**config.mk**
```make
export PLATFORM = sky130hd
export DESIGN_NAME = tsb_front
export DESIGN_NICKNAME = d
export VERILOG_FILES = /design/src/rtl/core/tsb_pkg.sv /design/src/rtl/core/tsb_front.sv
export SDC_FILE = /design/constraint.sdc
export NUM_CORES = 1
export LEC_CHECK = 0
export BUFFER_PORTS_ARGS = -buffer_cell sky130_fd_sc_hd__buf_2
export CAP_MARGIN = 15
export CELL_PAD_IN_SITES_DETAIL_PLACEMENT = 0
export CELL_PAD_IN_SITES_GLOBAL_PLACEMENT = 1
export CORE_ASPECT_RATIO = 1.2
export CORE_MARGIN = 10
export CORE_UTILIZATION = 43
export CTS_CLUSTER_SIZE = 20
export DETAILED_ROUTE_END_ITERATION = 10
export PLACE_DENSITY = 0.9
export SLEW_MARGIN = 5
export SYNTH_ARGS = -nofsm -noshare
export SYNTH_HDL_FRONTEND = slang
export SYNTH_SLANG_ARGS = --single-unit
```
**constraint.sdc**
```tcl
create_clock -name clock -period 4.7 [get_ports clock]
set_input_delay 0.705 -clock clock [delete_from_list [all_inputs] [get_ports clock]]
set_output_delay 0.705 -clock clock [all_outputs]
set_load 0.02 [all_outputs]
```
**src/rtl/core/tsb_pkg.sv**
```systemverilog
// ----------------------------------------------------------------------------
// tsb_pkg
// Shared types and constants of the text screen buffer refresh unit: item
// layouts, opcodes, character codes and the command format between the
// front and back parts.
// ----------------------------------------------------------------------------
package tsb_pkg;

   localparam int COLUMNS_DEF = 80;
   localparam int ROWS_DEF    = 50;
   localparam int CPUS        = 2;
   localparam int QUEUE_DEPTH = 4;

   localparam logic [7:0] CHAR_BS    = 8'd8;
   localparam logic [7:0] CHAR_LF    = 8'd10;
   localparam logic [7:0] CHAR_CR    = 8'd13;
   localparam logic [7:0] CHAR_BLANK = 8'd32;
   localparam logic [7:0] CHAR_DEL   = 8'd127;

   typedef enum logic [1:0] {
      OP_WRITE_CHAR  = 2'd0,
      OP_MOVE_CURSOR = 2'd1,
      OP_CLEAR       = 2'd2,
      OP_REFRESH     = 2'd3
   } op_type;

   typedef enum logic [0:0] {
      KIND_CELL   = 1'b0,
      KIND_CURSOR = 1'b1
   } kind_type;

   typedef struct packed {
      op_type     opcode;
      logic       cpu_index;
      logic [7:0] char_code;
      logic [6:0] target_col;
      logic [5:0] target_row;
   } req_type;

   typedef struct packed {
      kind_type   kind;
      logic [6:0] col;
      logic [5:0] row;
      logic [7:0] cell_char;
      logic       refresh_done;
   } rsp_type;

   typedef enum logic [1:0] {
      CMD_WRITE   = 2'd0,
      CMD_CLEAR   = 2'd1,
      CMD_REFRESH = 2'd2
   } cmd_op_type;

   typedef struct packed {
      cmd_op_type op;
      logic [6:0] col;
      logic [5:0] row;
      logic [7:0] data;
   } cmd_type;

   typedef enum logic [2:0] {
      ST_INIT,
      ST_IDLE,
      ST_WRITE,
      ST_CLEAR,
      ST_SCAN_READ,
      ST_SCAN_CHECK,
      ST_REPORT
   } back_state_type;

endpackage

```
**src/rtl/core/tsb_front.sv**
```systemverilog
// ----------------------------------------------------------------------------
// tsb_front
// Accepts items, keeps the cursors and turns write, clear and refresh items into
// a cell write, a clear or a refresh command for the back part.
// ----------------------------------------------------------------------------
module tsb_front #(
   parameter int COLUMNS = 80,
   parameter int ROWS    = 50
) (
   input  logic             clock,
   input  logic             reset,
   input  logic             req_push,
   input  tsb_pkg::req_type req_item,
   output logic             req_full,
   input  logic             init_busy,
   input  logic             q_full,
   output logic             q_push,
   output tsb_pkg::cmd_type q_item
);
   import tsb_pkg::*;

   localparam logic [7:0] COL_LIMIT = 8'(COLUMNS);
   localparam logic [6:0] ROW_LIMIT = 7'(ROWS);
   localparam logic [6:0] LAST_COL  = 7'(COLUMNS - 1);

   logic [6:0] cursor_col_ff [CPUS];
   logic [5:0] cursor_row_ff [CPUS];

   logic       accept;
   logic       cursor_we;
   logic       cmd_valid;
   logic [6:0] cur_col, new_col;
   logic [5:0] cur_row, new_row, wrap_row;
   logic [7:0] col_inc;
   logic [6:0] row_inc;

   assign req_full = q_full | init_busy;
   assign accept   = req_push & ~req_full;
   assign q_push   = accept & cmd_valid;

   always_comb begin
      cur_col   = cursor_col_ff[req_item.cpu_index];
      cur_row   = cursor_row_ff[req_item.cpu_index];
      col_inc   = {1'b0, cur_col} + 8'd1;
      row_inc   = {1'b0, cur_row} + 7'd1;
      wrap_row  = (row_inc >= ROW_LIMIT) ? '0 : row_inc[5:0];
      new_col   = cur_col;
      new_row   = cur_row;
      cursor_we = 1'b0;
      cmd_valid = 1'b0;
      q_item    = '{op: CMD_WRITE, col: cur_col, row: cur_row, data: req_item.char_code};
      unique case (req_item.opcode)
         OP_WRITE_CHAR: begin
            cursor_we = 1'b1;
            case (req_item.char_code) inside
               CHAR_LF, CHAR_CR: begin
                  new_col = '0;
                  new_row = wrap_row;
               end
               CHAR_BS, CHAR_DEL: begin
                  q_item.data = CHAR_BLANK;
                  if (cur_col == '0) begin
                     new_col     = '0;
                     new_row     = '0;
                     cmd_valid   = (cur_row != '0);
                     q_item.col  = LAST_COL;
                     q_item.row  = cur_row - 6'd1;
                  end else begin
                     new_col     = cur_col - 7'd1;
                     cmd_valid   = 1'b1;
                     q_item.col  = cur_col - 7'd1;
                  end
               end
               default: begin
                  cmd_valid = 1'b1;
                  if (col_inc >= COL_LIMIT) begin
                     new_col = '0;
                     new_row = wrap_row;
                  end else begin
                     new_col = col_inc[6:0];
                  end
               end
            endcase
         end
         OP_MOVE_CURSOR: begin
            cursor_we = 1'b1;
            if ({1'b0, req_item.target_col} >= COL_LIMIT ||
                {1'b0, req_item.target_row} >= ROW_LIMIT) begin
               new_col = '0;
               new_row = '0;
            end else begin
               new_col = req_item.target_col;
               new_row = req_item.target_row;
            end
         end
         OP_CLEAR: begin
            cursor_we = 1'b1;
            new_col   = '0;
            new_row   = '0;
            cmd_valid = 1'b1;
            q_item.op = CMD_CLEAR;
         end
         OP_REFRESH: begin
            cmd_valid = 1'b1;
            q_item.op = CMD_REFRESH;
         end
         default: begin
         end
      endcase
   end

   always_ff @(posedge clock) begin
      if (reset) begin
         for (int i = 0; i < CPUS; i++) begin
            cursor_col_ff[i] <= '0;
            cursor_row_ff[i] <= '0;
         end
      end else if (accept && cursor_we) begin
         cursor_col_ff[req_item.cpu_index] <= new_col;
         cursor_row_ff[req_item.cpu_index] <= new_row;
      end
   end

endmodule

```
==> results of run 1 <==
layout by cell type (no fill, tap or decap), types with 6 or more instances in the layout:
cell | Yosys | routed
buf_2 | 1 | 53
nor2_1 | 36 | 36
and2_1 | 6 | 6
a21oi_1 | 17 | 17
xnor2_1 | 11 | 11
ha_1 | 7 | 7
mux2i_1 | 9 | 9
edfxtp_1 | 26 | 26
o21ai_1 | 8 | 8
mux2_2 | 6 | 6
nand4_1 | 7 | 7
inv_1 | 7 | 7
o21ai_0 | 7 | 7
nand2_1 | 18 | 18
nand3_1 | 12 | 12
nor3_1 | 12 | 12
nor2b_1 | 10 | 10
state kept, by name, indices dropped and copies added, names as in the netlist:
register / count
cursor_row_ff: 12
cursor_col_ff: 14
worst paths after layout:
| kind | startpoint | end | slack, ns |
|---|---|---|---|
| setup / recovery | req_item[21] | q_item[13] | 0.60 |
| hold / removal | req_item[0] | cursor_row_ff[1][0] | 0.82 |
| setup reg to reg | cursor_row_ff[1][0] | cursor_row_ff[0][3] | 1.34 |
| hold reg to reg | cursor_row_ff[1][5] | cursor_row_ff[1][5] | 0.95 |
tightest hold or removal path: stages:
cell and delay, ns:
buf_2 0.09, a222oi_1 0.09, nor2_1 0.09
power by group:
part / switching (W) / leakage (nW) / internal (W)
clock network: 0.0000668 / 0.0231 / 0.0000585
logic: 0.000120 / 0.902 / 0.0000744
registers: 0.00000986 / 0.269 / 0.000265
total: 0.000197 / 1.19 / 0.000398
cell families after synthesis:
logic type,count (synthesis),synth area share (%)
AO/OA/AOI/OAI,77,20.8
XOR/XNOR,14,4.69
adder cells (fa/ha/maj),7,3.16
buffers and inverters,17,4.69
flip-flops,26,28.2
multiplexers,20,8.89
AND/OR/NAND/NOR,142,29.6
per-stage QoR:
step	utilization (%)	instances	instance area, µm²	total power [W]
2_1_floorplan	-	303	2770	0.000415
3_3_place_gp	48.0	433	3060	0.000471
3_5_place_dp	48.0	433	3060	0.000473
4_1_cts	48.7	437	3100	0.000595
5_1_grt	48.7	437	3100	0.000623
6_report	48.7	437	3100	0.000595
per-layer routing:
metal	wire length, µm	global-route usage [%]	vias up
met2	4290	28.3	96
met1	3300	18.6	1212
met4	72	3.09	0
li1	-	-	1249
met3	481	2.70	8
met5	0	0	-
area by class of cell:
| cell class | count | area, µm² | share of cell area (%) |
|---|---|---|---|
| clock buffers | 3 | 41.3 | 1.33 |
| clock inverters | 1 | 3.75 | 0.121 |
| inverters | 7 | 26.3 | 0.847 |
| multi-input cells | 260 | 1860 | 60.0 |
| flip-flops and latches | 26 | 781 | 25.2 |
| well taps | 85 | 106 | 3.43 |
| repair buffers | 55 | 280 | 9.04 |
==> metrics.yaml, run 1 <==
cp-start-kind: "input pin"
hp-class: "input pin to flip-flop"
crit_chain: "buf_2 > mux2i_1 > ha_1 > o21a_1 > nand3_4 > nor2_2 > nand4_1 > nor3_1 > xnor2_1 > buf_2"
final.setup.worst_slack_ns: 0.604
worst-setup-path-type: "input pin to primary output"
antenna_found_initial: 0
rows: 32
die_area_um2: 10100
ys_ff_latch: 26
rsz0062_at_grt: "no"
synth-main-ff-cell: "edfxtp_1"
netlist.area_leader.share_pct: 28.2
worst_ep_required_time_ns: 3.99
start_util_pct: 43.6
dieHeight_um: 108
coreArea_um2: 6370
finalSetupViolCount: 0
worstRegToRegCells: 11
crit_family: "simple AND/OR/NAND/NOR gates"
clkSinkCount: 26
leakagePower_nw: 1.19
critPathArrivalTime_ns: 3.39
min_period_over_period_pct: 87.1
syn_avg_cell_area_um2: 9.15
ctsResizeCount: 0
dr.pass1.iters: 6
cts_root_buf: "clkbuf_8"
setup_tns_ns: 0
numPortBuffers: 53
post-route-min-period_ns: 4.10
hold_ws_ns: 0.825
status: "complete, no violations"
drt-total-wl_um: 8140
crit_cells: 10
h-tree-depth: 1
grt_overflow: 0
maxSlewViolCount: 0
drc_errors: 0
syn_area_um2: 2770
grt_first_pass_wirelength_um: 12900
drv_cap: 0
clock_path_buffers: 2
postCtsSetupBuffers: 0
drtAntennaViolNets: 0
clock_latency_ns: 0.27
layout.nets: 389
synth_warnings: 0
routed_via_density: 5.87
crit_path_max_incr_delay_ns: 0.56
grt_start_max_net_pins: 20
vdd_drop_max_uv: 159
syn-num-nets: 339
fillers: 617
maxSlewHeadroom_pct: 50.9
async_flop_share_pct: 0
drive_gt1_share_pct: 28.1
netlist_instances: 303
power_density_nw_per_um2: 192
synth_most_common_cell: "nor2_1"
antenna_cells: 0
num_vias: 2565
synthTopCellsByArea: "edfxtp_1 (28%), nor2_1 (4.9%), xnor2_1 (3.5%), mux2i_1 (3.2%), ha_1 (3.2%)"
holdPathStages: 3
track_usage_pct: 15.6
areaGrowthSynthToFinish_pct: 11.8
cts_buffers: 3
cts_tree: "built"
slowest_stage: "mux2i_1"
die_x_um: 93.3
ys_types: 76
wl_per_cell_um: 18.6
synth-edff-count: 26
grt_pass1_vias: 2495
netlist_top_cells_count: "nor2_1 (36), edfxtp_1 (26), nand2_1 (18), a21oi_1 (17)"
crit_top_cell: "buf_2"
first_iter_violations: 146
gp_congestion: 0.898
hold_viol: 0
ys_seq_area_share_pct: 28.2
ios: 54
hpwl_um: 6590
end_kind: "primary output"
cts_hold_buf: 0
place_ws_ns: 0.608
fmax_mhz: 244
critical_path.max_fanout: 19
skew_ns: 0.00644
path_buf_inv: 2
clk_pin_slew_ns: 0.08
yosysTopAreaCell: "edfxtp_1"
worst_pin_slew_ns: 0.732
Power figures use the tool's default switching activity.
==> run 2: changes to the inputs <==
==> constraint.sdc (replaced) <==
create_clock -name clock -period 4.7 [get_ports clock]
set_input_delay 0.705 -clock clock [delete_from_list [all_inputs] [get_ports clock]]
set_output_delay 0.705 -clock clock [all_outputs]
set_load 0.1 [all_outputs]
==> run 2 against run 1 <==
Die area stayed put. Sequential share of layout area is 0.16 points lower. Maximum frequency grew 3.9%. Critical path type unchanged. Largest cell class unchanged. Highest routed layer unchanged.
==> metrics.yaml, run 2 (synthesis results as in run 1) <==
status: "complete, no violations"
multi_input_area_um2: 1870
gp_congestion: 0.909
crit_chain: "buf_2 > or3b_1 > a211oi_4 > nor3_1 > nand2_2 > nor2_2 > nand4_1 > nor3_1 > xnor2_1 > buf_2"
p_switching_w: 0.000277
maxSlewHeadroom_pct: 50.2
top_regs: "cursor_col_ff (14), cursor_row_ff (12)"
post-route-min-period_ns: 3.94
fillers: 613
drv_cap: 0
die_area_um2: 10100
intPower_w: 0.000399
netSwitchingFraction_pct: 41.0
coreArea_um2: 6370
layout.nets: 391
layout.cells.non_filler: 439
vdd_drop_max_uv: 140
clockPowerShare_pct: 18.7
clock_latency_ns: 0.27
worst_pin_slew_ns: 0.741
critical_path.max_fanout: 7
drc_errors: 0
crit_path_max_incr_delay_ns: 0.58
r2r_end: "cursor_row_ff[1][0]"
cts_buffers: 3
worstRegToRegCells: 11
drtAntennaViolNets: 0
cp-start-kind: "input pin"
hpwl_um: 6640
track_usage_pct: 15.7
start_util_pct: 43.6
hp-class: "input pin to flip-flop"
end_kind: "primary output"
slowest_stage: "nor3_1"
cp-startpoint: "req_item[14]"
regArea_um2: 781
wl_per_cell_um: 18.7
skew_ns: 0.00328
path_buf_inv: 2
regMostFlops: "cursor_col_ff"
worstHoldEndpoint: "cursor_col_ff[1][6]"
routed_via_density: 5.90
final_common_cell: "buf_2"
place_ws_ns: 0.765
utilization_pct: 49.0
cts_root_buf: "clkbuf_8"
drive_gt1_share_pct: 28.8
dpl.cell_count: 435
grt_pass1_vias: 2450
first_iter_violations: 219
cts_tree: "built"
p_comb_share_pct: 40.8
final.setup.worst_slack_ns: 0.757
clkSinkCount: 26
ctsResizeCount: 0
maxSlewViolCount: 0
num_vias: 2590
min_from: "req_item[12]"
clk_pin_slew_ns: 0.09
postCtsSetupBuffers: 0
final_cell_mix: "buf_2 (53), nor2_1 (36), edfxtp_1 (26)"
finalSetupViolCount: 0
setup_tns_ns: 0
leakagePower_nw: 1.20
worst_ep_required_time_ns: 3.99
ios: 54
rrSetupSlack_ns: 1.23
largest_register_ff_count: 14
hold_viol: 0
rows: 32
cts_hold_buf: 0
rsz0062_at_grt: "no"
power_density_nw_per_um2: 217
min_period_over_period_pct: 83.9
fmax_mhz: 254
holdPathStages: 3
dr.pass1.iters: 4
areaGrowthSynthToFinish_pct: 12.5
crit_family: "simple AND/OR/NAND/NOR gates"
grt_start_max_net_pins: 18
drt-total-wl_um: 8210
seqPwrFrac_pct: 40.5
numPortBuffers: 53
clock_path_buffers: 2
hold_ws_ns: 0.835
worst-setup-path-type: "input pin to primary output"
dieHeight_um: 108
antenna_found_initial: 0
r2r_start: "cursor_row_ff[1][0]"
h-tree-depth: 1
antenna_cells: 0
die_x_um: 93.3
critPathArrivalTime_ns: 3.24
grt_overflow: 0
grt_first_pass_wirelength_um: 12700
[run 2: cell types whose count changed in the layout (fill, tap and decap cells not counted), sizes merged]
cell,previous run,this run
buf,55,57
[run 2: worst register-to-register path, cell delays in order (launching register included)]
cell	delay, ns
edfxtp_1	0.44
mux2i_1	0.46
inv_1	0.23
ha_1	0.33
or3b_4	0.29
nor4_4	0.05
nor4b_1	0.44
a311oi_2	0.11
o21ai_2	0.22
o21ai_1	0.08
a222oi_1	0.48
nor2_1	0.07
[run 2: how the worst max path moves through the flow]
| stage | end | depth (start not counted) | slack, ns |
|---|---|---|---|
| floorplan | q_item[11] | 10 | 0.002 |
| global placement | q_item[13] | 10 | 0.81 |
| detailed placement | q_item[13] | 10 | 0.76 |
| CTS | q_item[13] | 10 | 0.76 |
| global route | q_item[13] | 10 | 0.51 |
| finish | q_item[13] | 10 | 0.76 |
[run 2: power by group through the flow]
| stage | Sequential [W] | Combinational [W] | Clock [W] |
|---|---|---|---|
| floorplan | 0.000276 | 0.000217 | 0 |
| CTS | 0.000274 | 0.000275 | 0.000128 |
| global placement | 0.000278 | 0.000273 | 0 |
| global route | 0.000275 | 0.000291 | 0.000138 |
| finish | 0.000274 | 0.000276 | 0.000126 |
| detailed placement | 0.000279 | 0.000274 | 0 |
[run 2: per-layer routing]
layer	vias to the layer above	global-route usage (%)	part of all wire, %
li1	1264	-	-
met1	1219	18.2	40
met5	-	0	0
met3	10	2.50	6.0
met2	97	28.9	52
met4	0	4.08	2.0
[run 2: cell type report]
| class | instances | area share [%] |
|---|---|---|
| clock buffers | 3 | 1.32 |
| clock inverters | 1 | 0.120 |
| flip-flops and latches | 26 | 25.0 |
| well taps | 85 | 3.41 |
| multi-input cells | 260 | 59.8 |
| inverters | 7 | 0.842 |
| repair buffers | 57 | 9.46 |
[run 2: per-stage QoR]
stage | total power (W) | area, µm²
floorplan | 0.000493 | 2780
global placement | 0.000552 | 3080
detailed placement | 0.000553 | 3080
CTS | 0.000677 | 3120
global route | 0.000704 | 3120
finish | 0.000676 | 3120
==> run 3: changes to the inputs <==
- CORE_UTILIZATION: 43 -> 38
- PLACE_DENSITY: 0.9 -> 0.85
- clock period: 4.7 -> 3.28 ns (I/O delays scaled with it)
==> run 3 against run 2 <==
Clock skew is essentially flat. Global-route usage up 0.19 points. Critical endpoint unchanged. Combinational power grew 84%.
==> metrics.yaml, run 3 (synthesis results as in run 1) <==
status: "complete, no violations"
start_util_pct: 38.6
path_buf_inv: 2
grt_start_max_net_pins: 16
layout.cells.non_filler: 484
fmax_mhz: 316
cts_root_buf: "clkbuf_8"
worst_ep_required_time_ns: 2.79
drc_errors: 0
ios: 54
worstHoldEndpoint: "cursor_col_ff[1][3]"
drt-total-wl_um: 9200
final_common_cell: "buf_4"
holdPathStages: 5
largest_register_ff_count: 14
antenna_cells: 0
worstRegToRegCells: 12
ctsResizeCount: 0
top_regs: "cursor_col_ff (14), cursor_row_ff (12)"
rrSetupSlack_ns: 0.28
dr.pass1.iters: 4
grt_overflow: 0
r2r_end: "cursor_row_ff[0][3]"
die_area_um2: 11100
maxSlewHeadroom_pct: 64.1
crit_path_max_incr_delay_ns: 0.58
hpwl_um: 7580
vdd_drop_max_uv: 184
hp-class: "input pin to flip-flop"
layout.nets: 432
drive_gt1_share_pct: 42.6
hold_viol: 0
die_x_um: 98.0
skew_ns: 0.00320
crit_family: "simple AND/OR/NAND/NOR gates"
finalSetupViolCount: 0
critical_path.max_fanout: 7
clkSinkCount: 26
dieHeight_um: 114
post-route-min-period_ns: 3.16
setup_tns_ns: 0
fillers: 637
cts_hold_buf: 0
power_density_nw_per_um2: 278
drtAntennaViolNets: 0
routed_via_density: 5.68
coreArea_um2: 7190
final_cell_mix: "buf_4 (44), buf_2 (39), nor2_1 (35)"
drv_cap: 0
min_from: "req_item[9]"
rows: 34
final_area_um2: 3870
gp_congestion: 0.973
numPortBuffers: 53
critPathArrivalTime_ns: 2.67
clk_pin_slew_ns: 0.08
num_vias: 2750
crit_chain: "buf_2 > or4_4 > nor2_2 > a31o_4 > nand2_2 > nor2_4 > nand4_1 > nor3_4 > xnor2_4 > buf_12"
worst-setup-path-type: "input pin to primary output"
regMostFlops: "cursor_col_ff"
cts_tree: "built"
dpl.cell_count: 481
rsz0062_at_grt: "no"
cp-start-kind: "input pin"
first_iter_violations: 198
clock_path_buffers: 2
grt_first_pass_wirelength_um: 14700
dpl_cell_area_um2: 3800
clock_latency_ns: 0.27
wl_per_cell_um: 19.0
min_period_over_period_pct: 96.4
grt_pass1_vias: 2866
end_kind: "primary output"
r2r_start: "cursor_row_ff[0][0]"
worst_pin_slew_ns: 0.534
postCtsSetupBuffers: 0
cts_buffers: 3
leakagePower_nw: 1.52
antenna_found_initial: 0
slowest_stage: "or4_4"
h-tree-depth: 1
areaGrowthSynthToFinish_pct: 39.7
maxSlewViolCount: 0
track_usage_pct: 15.9
## run 3: cell count changes in the layout (fill, tap and decap cells not counted), moves of 5 or more
| cell | delta |
|---|---|
| buf_4 | +40 |
| buf_2 | -14 |
| buf_12 | +13 |
| xnor2_1 | -6 |
| mux2i_1 | -5 |
## run 3: tightest hold or removal path: cells and delay by family
kind                   cells  cell delay [ns]
AOI/OAI and AO/OA          3             0.18
buffers and inverters      1             0.08
and+or+nand+nor            1             0.08
## run 3: stage by stage
stage	total power (W)	hold WS, ns	utilization, %	setup slack, ns
4_1_cts	0.00108	0.674	53.4	0.00124
3_3_place_gp	0.000901	0.944	52.8	-0.0400
2_1_floorplan	0.000735	0.740	-	-0.444
3_5_place_dp	0.000905	0.952	52.8	-0.0648
5_1_grt	0.00112	0.701	53.9	0.00437
6_report	0.00108	0.675	53.9	0.118
## run 3: area by class of cell
type | instances | area (µm²) | share of cell area [%]
tap | 90 | 113 | 2.91
clock buffer | 3 | 41.3 | 1.07
sequential | 26 | 781 | 20.2
multi-input combinational | 260 | 2110 | 54.4
inverter | 7 | 26.3 | 0.679
timing repair buffer | 98 | 805 | 20.8
## run 3: worst max path at each step
stage / startpoint / end / slack [ns] / cells past startpoint
floorplan: req_item[17] / q_item[18] / -0.44 / 7
global route: req_item[17] / q_item[13] / 0.004 / 10
global placement: req_item[21] / cursor_row_ff[0][4] / -0.04 / 12
CTS: req_item[21] / q_item[13] / 0.001 / 10
detailed placement: req_item[21] / cursor_row_ff[0][0] / -0.06 / 13
finish: req_item[17] / q_item[13] / 0.12 / 10
## run 3: power breakdown
part	switching [W]	total, W	internal, W	leakage [nW]
registers	0.0000152	0.000394	0.000379	0.269
logic	0.000319	0.000509	0.000191	1.23
clock network	0.0000923	0.000174	0.0000822	0.0216
total	0.000426	0.00108	0.000652	1.52
## run 3: per-layer routing
| metal | track usage [%] | vias to the layer above | wire length [µm] |
|---|---|---|---|
| met5 | 0 | - | 0 |
| met2 | 29.7 | 85 | 4880 |
| met1 | 17.1 | 1305 | 3530 |
| met4 | 5.92 | 0 | 316 |
| met3 | 2.96 | 22 | 474 |
| li1 | - | 1338 | - |
