### src/rtl/core/tsb_pkg.sv
// ----------------------------------------------------------------------------
// tsb_pkg
// Shared types and constants of the text screen buffer refresh unit: item
// layouts, opcodes, character codes and the command format between the
// front and back parts.
// ----------------------------------------------------------------------------
package tsb_pkg;

   localparam int COLUMNS_DEF = 80;
   localparam int ROWS_DEF    = 50;
   localparam int CPUS        = 2;
   localparam int QUEUE_DEPTH = 4;

   localparam logic [7:0] CHAR_BS    = 8'd8;
   localparam logic [7:0] CHAR_LF    = 8'd10;
   localparam logic [7:0] CHAR_CR    = 8'd13;
   localparam logic [7:0] CHAR_BLANK = 8'd32;
   localparam logic [7:0] CHAR_DEL   = 8'd127;

   typedef enum logic [1:0] {
      OP_WRITE_CHAR  = 2'd0,
      OP_MOVE_CURSOR = 2'd1,
      OP_CLEAR       = 2'd2,
      OP_REFRESH     = 2'd3
   } op_type;

   typedef enum logic [0:0] {
      KIND_CELL   = 1'b0,
      KIND_CURSOR = 1'b1
   } kind_type;

   typedef struct packed {
      op_type     opcode;
      logic       cpu_index;
      logic [7:0] char_code;
      logic [6:0] target_col;
      logic [5:0] target_row;
   } req_type;

   typedef struct packed {
      kind_type   kind;
      logic [6:0] col;
      logic [5:0] row;
      logic [7:0] cell_char;
      logic       refresh_done;
   } rsp_type;

   typedef enum logic [1:0] {
      CMD_WRITE   = 2'd0,
      CMD_CLEAR   = 2'd1,
      CMD_REFRESH = 2'd2
   } cmd_op_type;

   typedef struct packed {
      cmd_op_type op;
      logic [6:0] col;
      logic [5:0] row;
      logic [7:0] data;
   } cmd_type;

   typedef enum logic [2:0] {
      ST_INIT,
      ST_IDLE,
      ST_WRITE,
      ST_CLEAR,
      ST_SCAN_READ,
      ST_SCAN_CHECK,
      ST_REPORT
   } back_state_type;

endpackage

### src/rtl/core/tsb_queue.sv
// ----------------------------------------------------------------------------
// tsb_queue
// Short command queue between the front and back parts.
// ----------------------------------------------------------------------------
module tsb_queue #(
   parameter int DEPTH = 4
) (
   input  logic             clock,
   input  logic             reset,
   input  logic             push,
   input  tsb_pkg::cmd_type push_item,
   output logic             full,
   input  logic             pop,
   output tsb_pkg::cmd_type head,
   output logic             empty
);
   import tsb_pkg::*;

   localparam int PTR_W = (DEPTH > 1) ? $clog2(DEPTH) : 1;
   localparam int CNT_W = $clog2(DEPTH + 1);
   localparam logic [PTR_W-1:0] LAST_PTR = PTR_W'(DEPTH - 1);

   cmd_type          entries_ff [DEPTH];
   logic [PTR_W-1:0] rd_ptr_ff, rd_ptr_in;
   logic [PTR_W-1:0] wr_ptr_ff, wr_ptr_in;
   logic [CNT_W-1:0] count_ff, count_in;
   logic             do_push, do_pop;

   assign full    = (count_ff == CNT_W'(DEPTH));
   assign empty   = (count_ff == '0);
   assign head    = entries_ff[rd_ptr_ff];
   assign do_push = push & ~full;
   assign do_pop  = pop & ~empty;

   always_comb begin
      rd_ptr_in = rd_ptr_ff;
      wr_ptr_in = wr_ptr_ff;
      count_in  = count_ff;
      if (do_push) begin
         wr_ptr_in = (wr_ptr_ff == LAST_PTR) ? '0 : wr_ptr_ff + 1'b1;
      end
      if (do_pop) begin
         rd_ptr_in = (rd_ptr_ff == LAST_PTR) ? '0 : rd_ptr_ff + 1'b1;
      end
      if (do_push && !do_pop) begin
         count_in = count_ff + 1'b1;
      end else if (do_pop && !do_push) begin
         count_in = count_ff - 1'b1;
      end
   end

   always_ff @(posedge clock) begin
      if (reset) begin
         rd_ptr_ff <= '0;
         wr_ptr_ff <= '0;
         count_ff  <= '0;
      end else begin
         rd_ptr_ff <= rd_ptr_in;
         wr_ptr_ff <= wr_ptr_in;
         count_ff  <= count_in;
      end
   end

   always_ff @(posedge clock) begin
      if (do_push) begin
         entries_ff[wr_ptr_ff] <= push_item;
      end
   end

endmodule

### config.mk
export PLATFORM = sky130hd
export DESIGN_NAME = tsb_queue
export DESIGN_NICKNAME = d
export VERILOG_FILES = /design/src/rtl/core/tsb_pkg.sv /design/src/rtl/core/tsb_queue.sv
export SDC_FILE = /design/constraint.sdc
export NUM_CORES = 1
export LEC_CHECK = 0
export ABC_CLOCK_PERIOD_IN_PS = 2400
export BUFFER_PORTS_ARGS = -buffer_cell sky130_fd_sc_hd__buf_2
export CAP_MARGIN = 20
export CORE_AREA = 2 2 160 84
export CTS_CLUSTER_SIZE = 16
export DETAILED_ROUTE_END_ITERATION = 12
export DIE_AREA = 0 0 162 86
export PLACE_DENSITY = 0.56
export SLEW_MARGIN = 10
export SYNTH_ARGS = -nofsm -noshare
export SYNTH_HDL_FRONTEND = slang
export SYNTH_SLANG_ARGS = --single-unit
### constraint.sdc
create_clock -name clock -period 2.4 [get_ports clock]
set_clock_uncertainty 0.2 [all_clocks]
set_input_delay 0.48 -clock clock [delete_from_list [all_inputs] [get_ports clock]]
set_output_delay 0.48 -clock clock [all_outputs]
set_load 0.005 [all_outputs]
==> run_results.csv, run 1 <==
group,metric,value,unit
critical_path,arrival,1.64,ns
floorplan,die_w,162,um
timing,relSlewSlack,56.6,%
synthesis,syn_nets,204,
power_and_ir_drop,leakagePower,0.00161,uW
power_and_ir_drop,switchingPower,1220,uW
place,place_area,4300,um^2
clock_tree,clock_path_buffers,2,
place,placed_cells,391,
run_status,outcome,"complete, no violations",
floorplan,start_util,30.7,%
clock_tree,clk_latency,0.34,ns
cells_and_area,stdcell_count,412,
floorplan,io-pin-count,52,
synthesis,netlist_instances,170,
timing,finalMaxSlewViolations,0,
timing,min_period,2.32,ns
grt,antenna_found_initial,1,
grt,grt_max_degree,24,
clock_tree,cts_buffers,9,
timing,fmax,0.431,GHz
clock_tree,htreeDepth,3,
routing,vias,1822,
power_and_ir_drop,p_comb_share,22.7,%
synthesis,ys_ff_latch,101,
place,routabilityCongestion,0.776,
synthesis,synth_area,3800,um^2
critical_path,start_kind,"flip-flop",
synthesis,syn_avg_cell_area,22.4,um^2
critical_path,crit_buf_inv,2,
grt,grt.total_usage,11.3,%
routing,ant_nets,0,
cells_and_area,fill_cells,1158,
synthesis,ys_warn_count,0,
synthesis,yosys.cell_types.count,27,
power_and_ir_drop,swShare,25.7,%
place,port_buffers,51,
routing,drtIter0Drc,119,
timing,finalHoldViolations,0,
routing,wl,7130,um
cells_and_area,final_cell_mix,"92 x edfxtp_1, 51 x buf_2, 23 x mux4_2, 9 x clkbuf_16, 9 x buf_4",
grt,overflow,0,
place,hpwl,4530,um
critical_path,critPathRequiredTime,1.72,ns
timing,fin_tns_setup,0,ns
critical_path,path_delay_family,"multiplexers",
power_and_ir_drop,p_int,3550,uW
min_path,hp-class,"in2reg",
floorplan,dieArea,13900,um^2
routing,drcViolationCount,0,
cells_and_area,layout-drive-gt1-share,48.5,%
timing,tightestPinTransition,0.651,ns
timing,fin_ws,0.0810,ns
power_and_ir_drop,max-vdd-ir-drop,0.358,mV
floorplan,core,12400,um^2
clock_tree,cts_num_sinks,101,
grt,first_global_vias,1898,
grt,grt_pass1_wl,11200,um
power_and_ir_drop,power.density,1020,nW/um^2
cells_and_area,area_growth,23.4,%
critical_path,path_cells,"buf_12 -> mux4_2 -> buf_2",
critical_path,crit_slowest_cell,"mux4_2",
critical_path,worst-setup-path-type,"reg2out",
critical_path,crit_path_end_kind,"output pin",
clock_tree,cts_tree,"built",
timing,setup_violations,0,
clock_tree,clkSlewWorstSetupHoldPaths,0.07,ns
routing,vias_per_cell,4.42,
clock_tree,clock-root-buffer,"clkbuf_16",
critical_path,cpPeakStageDelay,0.56,ns
place,place_ws,-0.00850,ns
power_and_ir_drop,power,4770,uW
clock_tree,hold_buffers,0,
floorplan,die_h,86,um
synthesis,ys_seq_area_share,77.4,%
cells_and_area,design_area,4690,um^2
cells_and_area,final_common_cell,"edfxtp_1",
routing,wl_per_cell,17.3,um
floorplan,num_rows,29,
routing,drtPass1Iterations,4,
critical_path,critPathMaxFanout,11,
job,maxCapViolCount,0,
power_and_ir_drop,power_frac_clock,30.6,%
timing,rsz0062_at_grt,"false",
power_and_ir_drop,p_seq_share,46.6,%
cells_and_area,fin_nets,270,
timing,min_period_over_period,96.6,%
[flip-flops by register name (all words and copies together), names as in the netlist, named ones only]
| signal | flops |
|---|---|
| count_ff | 3 |
| entries_ff | 92 |
| rd_ptr_ff | 2 |
| wr_ptr_ff | 2 |
[worst reg2reg max path, stage by stage (launching register included)]
cell      delay, ns
dfxtp_4        0.36
or3b_4         0.26
clkinv_4       0.06
nor2_4         0.11
ha_2           0.18
inv_1          0.05
fa_2           0.33
xor2_1         0.16
or3_4          0.33
a21oi_2        0.11
[power groups by stage]
stage | Clock [uW] | Combinational (uW) | Sequential [uW]
after floorplan | 0 | 630 | 2220
after global placement | 0 | 1010 | 2240
after detailed placement | 0 | 1020 | 2250
after CTS | 1510 | 1080 | 2230
after global routing | 1590 | 1200 | 2240
final | 1460 | 1080 | 2230
[routing by layer]
layer  up-vias  GRT usage, %  wire, um  part of all wire [%]
li1        835             -         -                     -
met1       930          16.0      3500                    49
met2        47          15.5      3060                    43
met3         8          5.66       498                   7.0
met4         2          2.41        55                  0.77
met5         -             0        13                  0.18
[layout make-up]
class,count,area (um^2),area share [%]
flip-flops and latches,101,2950,62.9
multi-input cells,57,823,17.5
clock inverters,7,83.8,1.79
repair buffers,62,370,7.89
diodes,1,2.50,0.0533
clock buffers,9,225,4.80
well taps,170,213,4.53
inverters,5,23.8,0.507
[what timing repair did]
action,CTS,global route
cloned,1,0
pin swaps,0,2
endpoints found under the setup margin,4,3
gates resized for setup,6,6
buffers inserted,0,3
[stage by stage]
step	utilization, %	hold slack (ns)
after global placement	34.6	0.280
after global routing	37.8	0.131
after CTS	37.5	0.140
final	37.8	0.158
after detailed placement	34.6	0.291
after floorplan	-	0.263
[worst paths after layout]
check	from	endpoint	slack, ns	cells past startpoint
min reg2reg	rd_ptr_ff[0]$_SDFFE_PP0P_	flip-flop	0.30	2
max reg2reg	count_ff[2]$_SDFFE_PP0P_	count_ff[2]$_SDFFE_PP0P_	0.19	9
max	flip-flop	head[3]	0.08	3
min	push_item[19]	entries_ff[0][19]$_DFFE_PP_	0.16	1
[cell usage after synthesis]
| cell type | count | area (um^2) |
|---|---|---|
| o21ai_1 | 1 | 5.00 |
| or3_1 | 1 | 6.26 |
| nor2_2 | 1 | 6.26 |
| dfxtp_1 | 9 | 180 |
| and3_2 | 4 | 30.0 |
| mux2i_1 | 2 | 20.0 |
| inv_1 | 4 | 15.0 |
| mux4_2 | 23 | 518 |
| edfxtp_1 | 92 | 2760 |
| fa_1 | 1 | 20.0 |
| clkinv_4 | 1 | 8.76 |
| ha_1 | 6 | 75.1 |
| buf_6 | 1 | 11.3 |
| or3b_1 | 1 | 8.76 |
| o31ai_2 | 2 | 25.0 |
| a21oi_1 | 3 | 15.0 |
| nand2_1 | 1 | 3.75 |
| o21ai_0 | 1 | 5.00 |
| or3_2 | 1 | 7.51 |
| nor3_1 | 2 | 10.0 |
| xor2_1 | 2 | 17.5 |
| buf_4 | 2 | 15.0 |
| nor2_1 | 3 | 11.3 |
| buf_2 | 1 | 5.00 |
| nand3_1 | 2 | 10.0 |
| clkbuf_1 | 1 | 3.75 |
| buf_1 | 2 | 7.51 |
[cell families after synthesis]
| kind of cell | count (synthesis) | share of synthesized area, % |
|---|---|---|
| multiplexers | 25 | 14.1 |
| XOR/XNOR | 2 | 0.461 |
| buffers and inverters | 12 | 1.74 |
| adder cells (fa/ha/maj) | 7 | 2.50 |
| flip-flops | 101 | 77.4 |
| AND/OR/NAND/NOR | 16 | 2.47 |
| AO/OA/AOI/OAI | 7 | 1.32 |
No activity file was read; power rests on OpenSTA's default activity.
==> inputs of run 2 (changes only) <==
--- a/config.mk
+++ b/config.mk
@@ -5,14 +5,14 @@
 export SDC_FILE = /design/constraint.sdc
 export NUM_CORES = 1
 export LEC_CHECK = 0
-export ABC_CLOCK_PERIOD_IN_PS = 2400
+export ABC_CLOCK_PERIOD_IN_PS = 2200
 export BUFFER_PORTS_ARGS = -buffer_cell sky130_fd_sc_hd__buf_2
 export CAP_MARGIN = 20
 export CORE_AREA = 2 2 160 84
 export CTS_CLUSTER_SIZE = 16
 export DETAILED_ROUTE_END_ITERATION = 12
 export DIE_AREA = 0 0 162 86
-export PLACE_DENSITY = 0.56
+export PLACE_DENSITY = 0.55
 export SLEW_MARGIN = 10
 export SYNTH_ARGS = -nofsm -noshare
 export SYNTH_HDL_FRONTEND = slang
==> constraint.sdc (replaced) <==
create_clock -name clock -period 2.2 [get_ports clock]
set_clock_uncertainty 0.2 [all_clocks]
set_input_delay 0.44 -clock clock [delete_from_list [all_inputs] [get_ports clock]]
set_output_delay 0.44 -clock clock [all_outputs]
set_load 0.005 [all_outputs]
==> run 2 against run 1 <==
Effect of this change: the run now ends with setup timing left; non-clock buffer count up 4; first-iteration DRC count down 9.2%; combinational power up 19%; sequential power up 9%; via count up 0.16%; highest routed layer unchanged.
==> run_results.csv, run 2 (same netlist as run 1, synthesis figures left out) <==
group,metric,value,unit
routing,vias_per_cell,4.40,
timing,hold_ws,0.108,ns
clock_tree,htreeDepth,3,
routing,wl,7140,um
timing,relSlewSlack,56.7,%
floorplan,die_h,86,um
clock_tree,hold_buffers,0,
cells_and_area,final_cell_mix,"92 x edfxtp_1, 49 x buf_2, 23 x mux4_2, 11 x clkbuf_16, 11 x buf_4",
critical_path,path_cells,"buf_12 -> mux4_2 -> buf_2",
clock_tree,clk_latency,0.34,ns
cells_and_area,regMostFlops,"entries_ff",
min_path,hp-class,"in2reg",
cells_and_area,fin_nets,274,
cells_and_area,stdcell_count,415,
cells_and_area,largest_register_ffs,92,
critical_path,critPathRequiredTime,1.56,ns
critical_path,crit_slowest_cell,"mux4_2",
grt,grt_pass1_wl,10700,um
critical_path,critPathMaxFanout,6,
grt,overflow,0,
grt,grt.total_usage,10.8,%
clock_tree,cts_tree,"built",
power_and_ir_drop,power,5320,uW
timing,fmax,0.447,GHz
floorplan,num_rows,29,
floorplan,dieArea,13900,um^2
floorplan,start_util,30.7,%
critical_path,worst-setup-path-type,"reg2out",
floorplan,core,12400,um^2
routing,wl_per_cell,17.2,um
cells_and_area,final_common_cell,"edfxtp_1",
critical_path,rrSetupSlack,0.07,ns
timing,fin_ws,-0.0368,ns
min_path,hold_start,"push_item[16]",
grt,first_global_vias,1916,
grt,antenna_found_initial,1,
floorplan,die_w,162,um
critical_path,cpPeakStageDelay,0.53,ns
power_and_ir_drop,max-vdd-ir-drop,0.433,mV
critical_path,worstReg2RegStart,"count_ff[2]$_SDFFE_PP0P_",
timing,tightestPinTransition,0.649,ns
clock_tree,cts_num_sinks,101,
place,routabilityCongestion,0.692,
critical_path,arrival,1.60,ns
timing,rsz0062_at_grt,"true",
place,place_ws,-0.0469,ns
timing,finalMaxSlewViolations,0,
routing,ant_nets,0,
place,hpwl,4400,um
routing,vias,1825,
power_and_ir_drop,leakagePower,0.00164,uW
cells_and_area,reg_top3,"entries_ff x92, count_ff x3",
clock_tree,clock_path_buffers,2,
floorplan,io-pin-count,52,
clock_tree,clkSlewWorstSetupHoldPaths,0.07,ns
place,placed_cells,395,
power_and_ir_drop,power.density,1110,nW/um^2
job,maxCapViolCount,0,
routing,drcViolationCount,0,
routing,drtPass1Iterations,6,
cells_and_area,finish.utilization,38.4,%
timing,setup_violations,20,
critical_path,crit_path_end_kind,"output pin",
timing,min_period_over_period,102,%
run_status,violations,"setup timing",
place,port_buffers,51,
cells_and_area,fill_cells,1164,
cells_and_area,area_growth,25.4,%
run_status,outcome,"complete, but fails checks",
cells_and_area,layout-drive-gt1-share,50.6,%
grt,grt_max_degree,24,
timing,min_period,2.24,ns
clock_tree,clock-root-buffer,"clkbuf_16",
critical_path,start_kind,"flip-flop",
routing,drtIter0Drc,108,
clock_tree,cts_buffers,9,
timing,finalHoldViolations,0,
cells_and_area,antennaDiodeCount,0,
## run 2: changes by cell type in the layout (fill, tap and decap cells not counted), moves of 2 or more
cell,before,now
clkbuf_16,9,11
buf_4,9,11
buf_2,51,49
inv_6,1,3
buf_6,0,3
## run 2: cell type report
type                    count  area [um^2]  area share, %
clock buffers               9          225           4.72
clock inverters             7         81.3           1.70
repair buffers             66          432           9.05
multi-input cells          57          841           17.6
inverters                   5         23.8          0.498
well taps                 170          213           4.46
flip-flops and latches    101         2960           61.9
## run 2: timing repair
item,in CTS,in global routing
setup endpoints to repair,24,24
resized for setup,3,4
buffers inserted,1,0
pin swaps,3,0
cloned,0,3
## run 2: path summary, 6_finish.rpt
path / to / cells past startpoint
worst max-delay path: head[18] / 3
worst min-delay path: entries_ff[2][16]$_DFFE_PP_ / 1
worst max register to register: count_ff[2]$_SDFFE_PP0P_ / 9
worst min register to register: flip-flop / 2
## run 2: metrics by stage
stage / TNS, ns / area (um^2)
after global routing: -1.91 / 4770
final: -0.428 / 4770
after global placement: 0 / 4360
after detailed placement: -0.0469 / 4360
after CTS: -1.28 / 4680
after floorplan: -0.00143 / 3830
## run 2: where the power goes
part	total [uW]	leakage, uW	switching [uW]	internal [uW]
Clock	1600	0.000147	706	897
Sequential	2430	0.000919	89.7	2340
Combinational	1290	0.000576	577	708
Total	5320	0.00164	1370	3940
## run 2: layer usage
metal | vias to the layer above | global-route usage (%) | routed length [um] | part of all wire [%]
li1 | 836 | - | - | -
met1 | 937 | 14.4 | 3610 | 50
met2 | 40 | 15.8 | 3090 | 43
met3 | 10 | 4.69 | 368 | 5.2
met4 | 2 | 3.38 | 68 | 0.95
met5 | - | 0 | 7 | 0.098
## run 2: critical path, delay by kind of cell (launching register included)
family / cells / cell delay, ns
DFF: 1 / 0.42
buffers and inverters: 2 / 0.30
muxes: 1 / 0.53
==> inputs of run 3 (changes only) <==
--- a/config.mk
+++ b/config.mk
@@ -6,13 +6,14 @@
 export NUM_CORES = 1
 export LEC_CHECK = 0
 export ABC_CLOCK_PERIOD_IN_PS = 2200
-export BUFFER_PORTS_ARGS = -buffer_cell sky130_fd_sc_hd__buf_2
+export BUFFER_PORTS_ARGS = -buffer_cell sky130_fd_sc_hd__buf_4
 export CAP_MARGIN = 20
 export CORE_AREA = 2 2 160 84
 export CTS_CLUSTER_SIZE = 16
 export DETAILED_ROUTE_END_ITERATION = 12
 export DIE_AREA = 0 0 162 86
 export PLACE_DENSITY = 0.55
+export SKIP_CTS_REPAIR_TIMING = 1
 export SLEW_MARGIN = 10
 export SYNTH_ARGS = -nofsm -noshare
 export SYNTH_HDL_FRONTEND = slang
==> run 3 against run 2 <==
Effect of this change: the run still ends with setup timing left; non-clock buffer count fell by 2; first-iteration DRC count rose by 14%; die area did not move; sequential share of layout area fell by 2.6 points; clock power rose by 11%; fmax fell by 0.69%; wire length barely moved; cell count fell by 0.48%; design area rose by 4.5%; hold slack got worse by 0.0084 ns; sequential power barely moved; critical endpoint is now head[13]; largest cell class unchanged; largest power group unchanged.
==> run_results.csv, run 3 (same netlist as run 1, synthesis figures left out) <==
group,metric,value,unit
run_status,outcome,"complete, but fails checks",
run_status,violations,"setup timing",
routing,wl,7150,um
power_and_ir_drop,leakagePower,0.00171,uW
floorplan,dieArea,13900,um^2
critical_path,critPathRequiredTime,1.56,ns
timing,setup_violations,17,
critical_path,crit_buf_inv,2,
clock_tree,htreeDepth,3,
cells_and_area,finish.utilization,40.2,%
floorplan,die_w,162,um
clock_tree,clock_path_buffers,2,
timing,min_period,2.25,ns
cells_and_area,fin_nets,272,
timing,finalHoldViolations,0,
timing,relSlewSlack,55.1,%
min_path,hp-class,"in2reg",
cells_and_area,area_growth,31.1,%
routing,drtPass1Iterations,4,
floorplan,num_rows,29,
timing,fmax,0.444,GHz
grt,grt_max_degree,24,
timing,min_period_over_period,102,%
routing,ant_nets,0,
grt,antenna_found_initial,0,
floorplan,core,12400,um^2
grt,first_global_vias,1820,
timing,rsz0062_at_grt,"true",
grt,grt.total_usage,10.6,%
critical_path,rrSetupSlack,0.05,ns
job,maxCapViolCount,0,
min_path,min_to,"entries_ff[3][16]$_DFFE_PP_",
timing,hold_ws,0.0995,ns
critical_path,crit_path_end_kind,"output pin",
critical_path,critPathMaxFanout,11,
cells_and_area,antennaDiodeCount,0,
cells_and_area,layout-drive-gt1-share,49.8,%
critical_path,worstReg2RegStart,"count_ff[2]$_SDFFE_PP0P_",
critical_path,path_delay_family,"multiplexers",
place,routabilityCongestion,0.732,
floorplan,start_util,30.7,%
floorplan,io-pin-count,52,
critical_path,cpPeakStageDelay,0.53,ns
critical_path,r2r-end,"count_ff[2]$_SDFFE_PP0P_",
place,place_area,4490,um^2
cells_and_area,largest_register_ffs,92,
routing,drcViolationCount,0,
timing,finalMaxSlewViolations,0,
floorplan,die_h,86,um
routing,wl_per_cell,17.3,um
grt,overflow,0,
clock_tree,cts_tree,"built",
clock_tree,cts_num_sinks,101,
min_path,holdPathStages,1,
place,place_ws,-0.0274,ns
critical_path,r2r_cells,9,
power_and_ir_drop,power,5690,uW
critical_path,crit_slowest_cell,"mux4_2",
cells_and_area,final_cell_mix,"92 x edfxtp_1, 40 x buf_4, 23 x mux4_2, 20 x buf_6, 11 x clkbuf_16",
critical_path,arrival,1.61,ns
place,hpwl,4320,um
clock_tree,cts_buffers,9,
critical_path,worst-setup-path-type,"reg2out",
clock_tree,clock-root-buffer,"clkbuf_16",
place,port_buffers,51,
routing,vias_per_cell,4.40,
cells_and_area,reg_top3,"entries_ff x92, count_ff x3",
clock_tree,clkSlewWorstSetupHoldPaths,0.07,ns
timing,tightestPinTransition,0.673,ns
cells_and_area,design_area,4990,um^2
power_and_ir_drop,max-vdd-ir-drop,0.409,mV
critical_path,path_cells,"clkbuf_16 -> mux4_2 -> buf_6",
grt,grt_pass1_wl,10400,um
routing,drtIter0Drc,123,
clock_tree,clk_latency,0.34,ns
critical_path,start_kind,"flip-flop",
power_and_ir_drop,power.density,1140,nW/um^2
timing,fin_ws,-0.0524,ns
cells_and_area,regMostFlops,"entries_ff",
min_path,hold_start,"push_item[16]",
routing,vias,1818,
cells_and_area,final_common_cell,"edfxtp_1",
==> run 3: cell types whose count changed in the layout (fill, tap and decap cells not counted), sizes merged <==
cell      delta
clkinvlp     +1
clkinv       -1
bufinv       +2
inv          -2
buf          -2
==> run 3: report_power, final <==
part           internal [uW]  switching (uW)  total (uW)
sequential              2340            95.2        2440
clock                   1120             668        1780
combinational            880             590        1470
==> run 3: worst max-delay path by stage <==
| stage | from | to | slack (ns) | cells past startpoint |
|---|---|---|---|---|
| floorplan | count_ff[2]$_SDFFE_PP0P_ | count_ff[2]$_SDFFE_PP0P_ | -0.001 | 10 |
| global route | flip-flop | head[22] | -0.11 | 3 |
| detailed placement | count_ff[1]$_SDFFE_PP0P_ | count_ff[2]$_SDFFE_PP0P_ | -0.03 | 9 |
| CTS | flip-flop | head[12] | -0.12 | 3 |
| global placement | count_ff[1]$_SDFFE_PP0P_ | count_ff[2]$_SDFFE_PP0P_ | 0.02 | 9 |
| finish | flip-flop | head[13] | -0.05 | 3 |
==> run 3: layer usage <==
metal | global-route usage (%) | part of all wire, % | up-vias
li1 | - | - | 832
met1 | 14.8 | 48 | 927
met2 | 15.4 | 44 | 55
met3 | 4.40 | 7.1 | 4
met4 | 2.90 | 0.53 | 0
met5 | 0 | 0 | -
==> run 3: area by class of cell <==
class / count / area, um^2
fillers: 1137 / 7420
flip-flops and latches: 101 / 2960
well taps: 170 / 213
inverters: 5 / 23.8
repair buffers: 64 / 616
clock inverters: 7 / 123
clock buffers: 9 / 225
multi-input cells: 57 / 830
==> run 3: stage by stage <==
| step | setup TNS (ns) | std cells |
|---|---|---|
| floorplan | -0.00143 | 170 |
| global placement | 0 | 394 |
| detailed placement | -0.0274 | 394 |
| CTS | -1.76 | 410 |
| global route | -1.73 | 413 |
| finish | -0.529 | 413 |
